==> src/sv/swrm_pkg.sv <==
// Shared types, constants and helpers of the sliding-window rate meter.
`timescale 1ns / 1ps
package swrm_pkg;

    localparam int unsigned RING_DEPTH_DEF = 64;
    localparam int unsigned TOTAL_W        = 40;
    localparam int unsigned PROD_W         = 50;
    localparam int unsigned MS_PER_S       = 1000;

    localparam logic [19:0] WINDOW_RESET = 20'd15000;
    localparam logic [15:0] IDLE_RESET   = 16'd1000;

    localparam logic OP_SAMPLE = 1'b0;
    localparam logic OP_QUERY  = 1'b1;

    localparam logic REG_WINDOW = 1'b0;
    localparam logic REG_IDLE   = 1'b1;

    typedef struct packed {
        logic               operation;
        logic [31:0]        timestamp_ms;
        logic signed [31:0] sample_value;
    } in_item_t;

    typedef struct packed {
        logic signed [31:0] average_rate;
        logic               rate_saturated;
        logic signed [15:0] last_whole_value;
        logic               ring_overflow;
    } out_item_t;

    typedef struct packed {
        logic [19:0] window_ms;
        logic [15:0] idle_limit_ms;
    } cfg_t;

    typedef struct packed {
        logic [31:0] value;
        logic [31:0] elapsed;
        logic [31:0] stamp;
    } entry_t;

    // Integer part of a Q16.16 value, truncated toward zero.
    function automatic logic [15:0] whole_part(input logic [31:0] v);
        logic [31:0] m;
        m = 32'd0 - v;
        if (v[31]) begin
            return 16'd0 - m[31:16];
        end
        return v[31:16];
    endfunction

endpackage

==> src/sv/swrm_queue.sv <==
// Two-entry transaction queue between the front and back of the rate meter.
`timescale 1ns / 1ps
module swrm_queue (
    input  logic                aclk,
    input  logic                aresetn,
    input  logic                push_valid,
    output logic                push_ready,
    input  swrm_pkg::in_item_t  push_data,
    output logic                pop_valid,
    input  logic                pop_ready,
    output swrm_pkg::in_item_t  pop_data
);
    swrm_pkg::in_item_t slot_reg [2];
    logic       wr_ptr_reg;
    logic       rd_ptr_reg;
    logic [1:0] fill_reg;
    logic       do_push;
    logic       do_pop;

    assign push_ready = (fill_reg != 2'd2);
    assign pop_valid  = (fill_reg != 2'd0);
    assign pop_data   = slot_reg[rd_ptr_reg];
    assign do_push    = push_valid && push_ready;
    assign do_pop     = pop_valid && pop_ready;

    always_ff @(posedge aclk) begin
        if (do_push) begin
            slot_reg[wr_ptr_reg] <= push_data;
        end
    end

    always_ff @(posedge aclk) begin
        if (!aresetn) begin
            wr_ptr_reg <= 1'b0;
            rd_ptr_reg <= 1'b0;
            fill_reg   <= 2'd0;
        end else begin
            if (do_push) begin
                wr_ptr_reg <= ~wr_ptr_reg;
            end
            if (do_pop) begin
                rd_ptr_reg <= ~rd_ptr_reg;
            end
            if (do_push && !do_pop) begin
                fill_reg <= fill_reg + 2'd1;
            end else if (do_pop && !do_push) begin
                fill_reg <= fill_reg - 2'd1;
            end
        end
    end
endmodule

==> config.mk <==
export PLATFORM = sky130hd
export DESIGN_NAME = swrm_queue
export DESIGN_NICKNAME = d
export VERILOG_FILES = /design/src/sv/swrm_pkg.sv /design/src/sv/swrm_queue.sv
export SDC_FILE = /design/constraint.sdc
export NUM_CORES = 1
export LEC_CHECK = 0
export ABC_AREA = 1
export BUFFER_PORTS_ARGS = -buffer_cell sky130_fd_sc_hd__clkbuf_2
export CORE_ASPECT_RATIO = 1.5
export CORE_UTILIZATION = 56
export CTS_CLUSTER_SIZE = 28
export DETAILED_ROUTE_END_ITERATION = 12
export GPL_ROUTABILITY_DRIVEN = 0
export GPL_TIMING_DRIVEN = 1
export PLACE_DENSITY = 0.89
export SYNTH_ARGS = -nofsm -noshare
export SYNTH_HDL_FRONTEND = slang
export SYNTH_SLANG_ARGS = --single-unit
==> constraint.sdc <==
create_clock -name aclk -period 11.7 [get_ports aclk]
set_clock_uncertainty 0.2 [all_clocks]
set_input_delay 1.17 -clock aclk [delete_from_list [all_inputs] [get_ports aclk]]
set_output_delay 1.17 -clock aclk [all_outputs]
set_load 0.02 [all_outputs]
* After elaboration in Yosys (flattened, before gate mapping)
Memories as Yosys holds them, arrays and structs flattened. A register that Yosys moved wholly into a read port is not among the register bits. Cells that the tools add are included.
Operators by class: reduce and logical (&&, ||, !) cells 8, equal/unequal tests 1, add/subtract/negate cells 2, mux-type cells 6, bitwise gates (word level) 2
Operators with widths (count):
- $logic_and 1x1->1 | 4
- $mux 1 | 4
- $mux 2 | 2
- $reduce_bool 2->1 | 2
- $add 2x1->2 const B | 1
- $logic_not 1->1 | 2
- $ne 2x2->1 const B | 1
- $not 1->1 | 2
- $sub 2x1->2 const B | 1
Word-level totals: memories 1, bits in registers 4, output and inout port bits 67, bits in writable memories 130, bits of input ports 69, logic and storage cells 23
Memory list:
- slot_reg | words 2, bits a word 65, rd ports 1, clocked after memory_dff 1, wr ports 1, line swrm_queue.sv:13 | swrm_pkg::in_item_t slot_reg [2];

* Longest topological paths before layout
word-level depth 6, depth in mapped cells 11, gate-level depth less buffers 11

* Worst setup path before layout
No wires, ideal clock.
path type in2reg, start point in push_valid, end point mem slot_reg[0][0] (netlist name) (enable), setup time 0.488 ns, data arrival time 3.986 ns, path slack 7.026 ns, required time 11.012 ns, buffers on the path 0, cell stages on the path 2, cells stage by stage nand2_1 nor2_1
Between the ends: longest elaborated chain between the ends 3
Ends and longest elaborated chain:
- start, declared | line swrm_queue.sv:6 | input logic push_valid,
- $logic_and 1x1->1 | line swrm_queue.sv:23 | assign do_push = push_valid && push_ready;
- $mux 1 | line swrm_queue.sv:27 | if (do_push) begin
- $mux 1 (implied by the code) | line swrm_queue.sv:28 | slot_reg[wr_ptr_reg] <= push_data;
- end, declared | line swrm_queue.sv:13
Every way passes these cells.

==> impl_metrics.tcl <==
set metrics [dict create \
    timing.final.crit_share_pct 29.56 \
    max_cap_violations 0 \
    syn_area_sq_um 5136 \
    dp_hpwl_um 5571 \
    syn-num-nets 309 \
    die_h_um 119.3 \
    worst_skew_pair.late_latency_ns 0.40 \
    drc 0 \
    port_buffers 135 \
    cts_tree "done" \
    hold_violations 0 \
    first_global_vias 2688 \
    drt-pass1-iter-count 5 \
    antenna_found_initial 0 \
    synthCells 239 \
    worst_slew_pin_slew_ns 1.097 \
    worst_ep_arrival_time_ns 2.09 \
    synth_top_family_by_area "multiplexers" \
    core-area_sq_um 8881 \
    grt.total_usage_pct 19.12 \
    cp-end-kind "output pin" \
    max_freq_mhz 289.1 \
    relSlewSlack_pct 26.85 \
    setup_viol 0 \
    clk_pin_slew_worst_paths_ns 0.05 \
    netlist.area_leader.share_pct 76.00 \
    ant_nets 0 \
    synth-compound-area-share_pct 0.4385 \
    hold_path_class "flip-flop to flip-flop" \
    synth_adder_area_share_pct 0.2436 \
    power_uw 1474 \
    vias 2593 \
    r2r_cells 5 \
    dieArea_sq_um 9567 \
    synth-edff-count 130 \
    drtIter0Drc 94 \
    pwr_density_cell_nw_per_um2 228.8 \
    diodes 0 \
    layout.nets 458 \
    synthSimpleGateAreaFrac_pct 1.462 \
    start_kind "flip-flop" \
    synth_top_area_cell "edfxtp_1" \
    cts_hold_buf 0 \
    slowest_delay_ns 1.08 \
    cts.sinks 135 \
    tns_ns 0 \
    peakVddDrop_mv 0.1869 \
    detail_route.vias_per_cell 5.074 \
    synthMuxAreaShare_pct 17.90 \
    area_growth_pct 25.38 \
    post_cts_resized 0 \
    yosysSeqAreaShare_pct 77.95 \
    synth_most_common_cell "edfxtp_1" \
    synth-seq-cells 135 \
    whs_path_depth 2 \
    cp.depth 2 \
    wl_per_cell_um 16.70 \
    gr-total-overflow 0 \
    initial_core_util_pct 57.83 \
    io_pins 136 \
    min_period_ns 3.459 \
    slew_violations 0 \
    synthXorXnorAreaFrac_pct 0 \
    root_buffer "clkbuf_16" \
    synth_cell_types 15 \
    cts_buffers 17 \
    rows 42 \
    worst_hold_slack_ns 0.3053 \
    rsz0062_at_grt "false" \
    postCtsSetupBuffers 0 \
    synthTopCellsByArea "edfxtp_1 (76%), mux2_4 (15%), mux2_2 (3.3%)" \
    async_flop_share_pct 0 \
    status "finished, final reports clean" \
    synthFlopType "edfxtp_1" \
    cts_buffer_depth 2 \
    wirelength_um 8534 \
    die_w_um 80.20 \
    p_leak_uw 0.002589 \
    final_util_pct 72.51 \
    cp_num_buf_inv 1 \
    avgSynthCellArea_sq_um 21.49 \
    htree_levels 4 \
    path_cells "mux2_2, clkbuf_2" \
    crit_path_max_fanout 65 \
    grt_pass1_wl_um 12750 \
    synthTopCellsByCount "edfxtp_1 (130), mux2_4 (50), mux2_2 (15), nand2_1 (9)" \
    slowest_stage "dfxtp_4" \
    largest_reg_flops 130 \
    cp.required_ns 10.33 \
    drive_gt1_share_pct 57.36 \
    ys_warn_count 0 \
    grt_max_degree 66 \
    critical_path_class "flip-flop to output pin" \
    cpLargestDelayFamily "flip-flops" \
]
==> cell usage in the layout, fill, tap and decap left out <==
master and count:
ha_1 1, nand3_1 1, mux2_4 50, clkbuf_16 17, clkinvlp_4 1, clkbuf_8 4
nor2_1 6, inv_1 8, dfxtp_1 4, nand2_1 9, o21ai_0 2, nand4_1 1
nor2_4 2, buf_4 2, clkinv_2 3, dfxtp_4 1, edfxtp_1 130, o21a_1 1
mux2_2 15, clkbuf_1 7, a21oi_1 1, clkbuf_2 135
==> layout make-up <==
cell class              count  area [sq um]
flip-flops and latches    135          4008
fillers                   550          2441
multi-input cells          89          1045
repair buffers            137         690.7
clock buffers              28         506.7
well taps                 110         137.6
inverters                   8         30.03
clock inverters             4         22.52
==> path summary, 6_finish.rpt <==
check,from,end,slack (ns)
worst min-delay path,rd_ptr_reg,flip-flop,0.31
worst max register to register,fill_reg[0],slot_reg[1][54],9.13
worst min register to register,rd_ptr_reg,flip-flop,0.31
worst max-delay path,flip-flop,pop_data[64],8.24
==> cells by family (layout without fill, tap and decap cells) <==
| group | after synthesis | count (layout) |
|---|---|---|
| AND/OR/NAND/NOR | 19 | 19 |
| AO/OA/AOI/OAI | 4 | 4 |
| multiplexers | 65 | 65 |
| flip-flops | 135 | 135 |
| adder cells (fa/ha/maj) | 1 | 1 |
| buffers and inverters | 15 | 177 |
==> per-layer routing <==
layer / vias to the layer above / global-route usage, % / part of all wire [%]
met3: 22 / 5.824 / 5.3
met5: - / 0 / 0
met4: 0 / 11.38 / 3.2
met2: 93 / 34.88 / 58
li1: 1223 / - / -
met1: 1255 / 18.03 / 33
==> through the flow <==
stage	worst slack (ns)	instances	instance area, sq um
detailed placement	8.385	479	5911
floorplan	7.026	239	5136
CTS	8.185	511	6440
finish	8.241	511	6440
global route	8.122	511	6440
global placement	8.467	479	5911
==> worst register-to-register path: cells and delay by family (launching register included) <==
family / cells / cell delay [ns]
DFF: 1 / 0.34
and+or+nand+nor: 3 / 1.00
buffers and inverters: 2 / 0.66
==> where the power goes <==
group | leakage [uW] | total [uW] | switching (uW) | internal (uW)
sequential | 0.00125 | 663 | 49.6 | 613
clock | 0.000258 | 461 | 169 | 292
combinational | 0.00108 | 350 | 190 | 160
total | 0.00259 | 1470 | 409 | 1060
(Power assumes the default switching activity.)
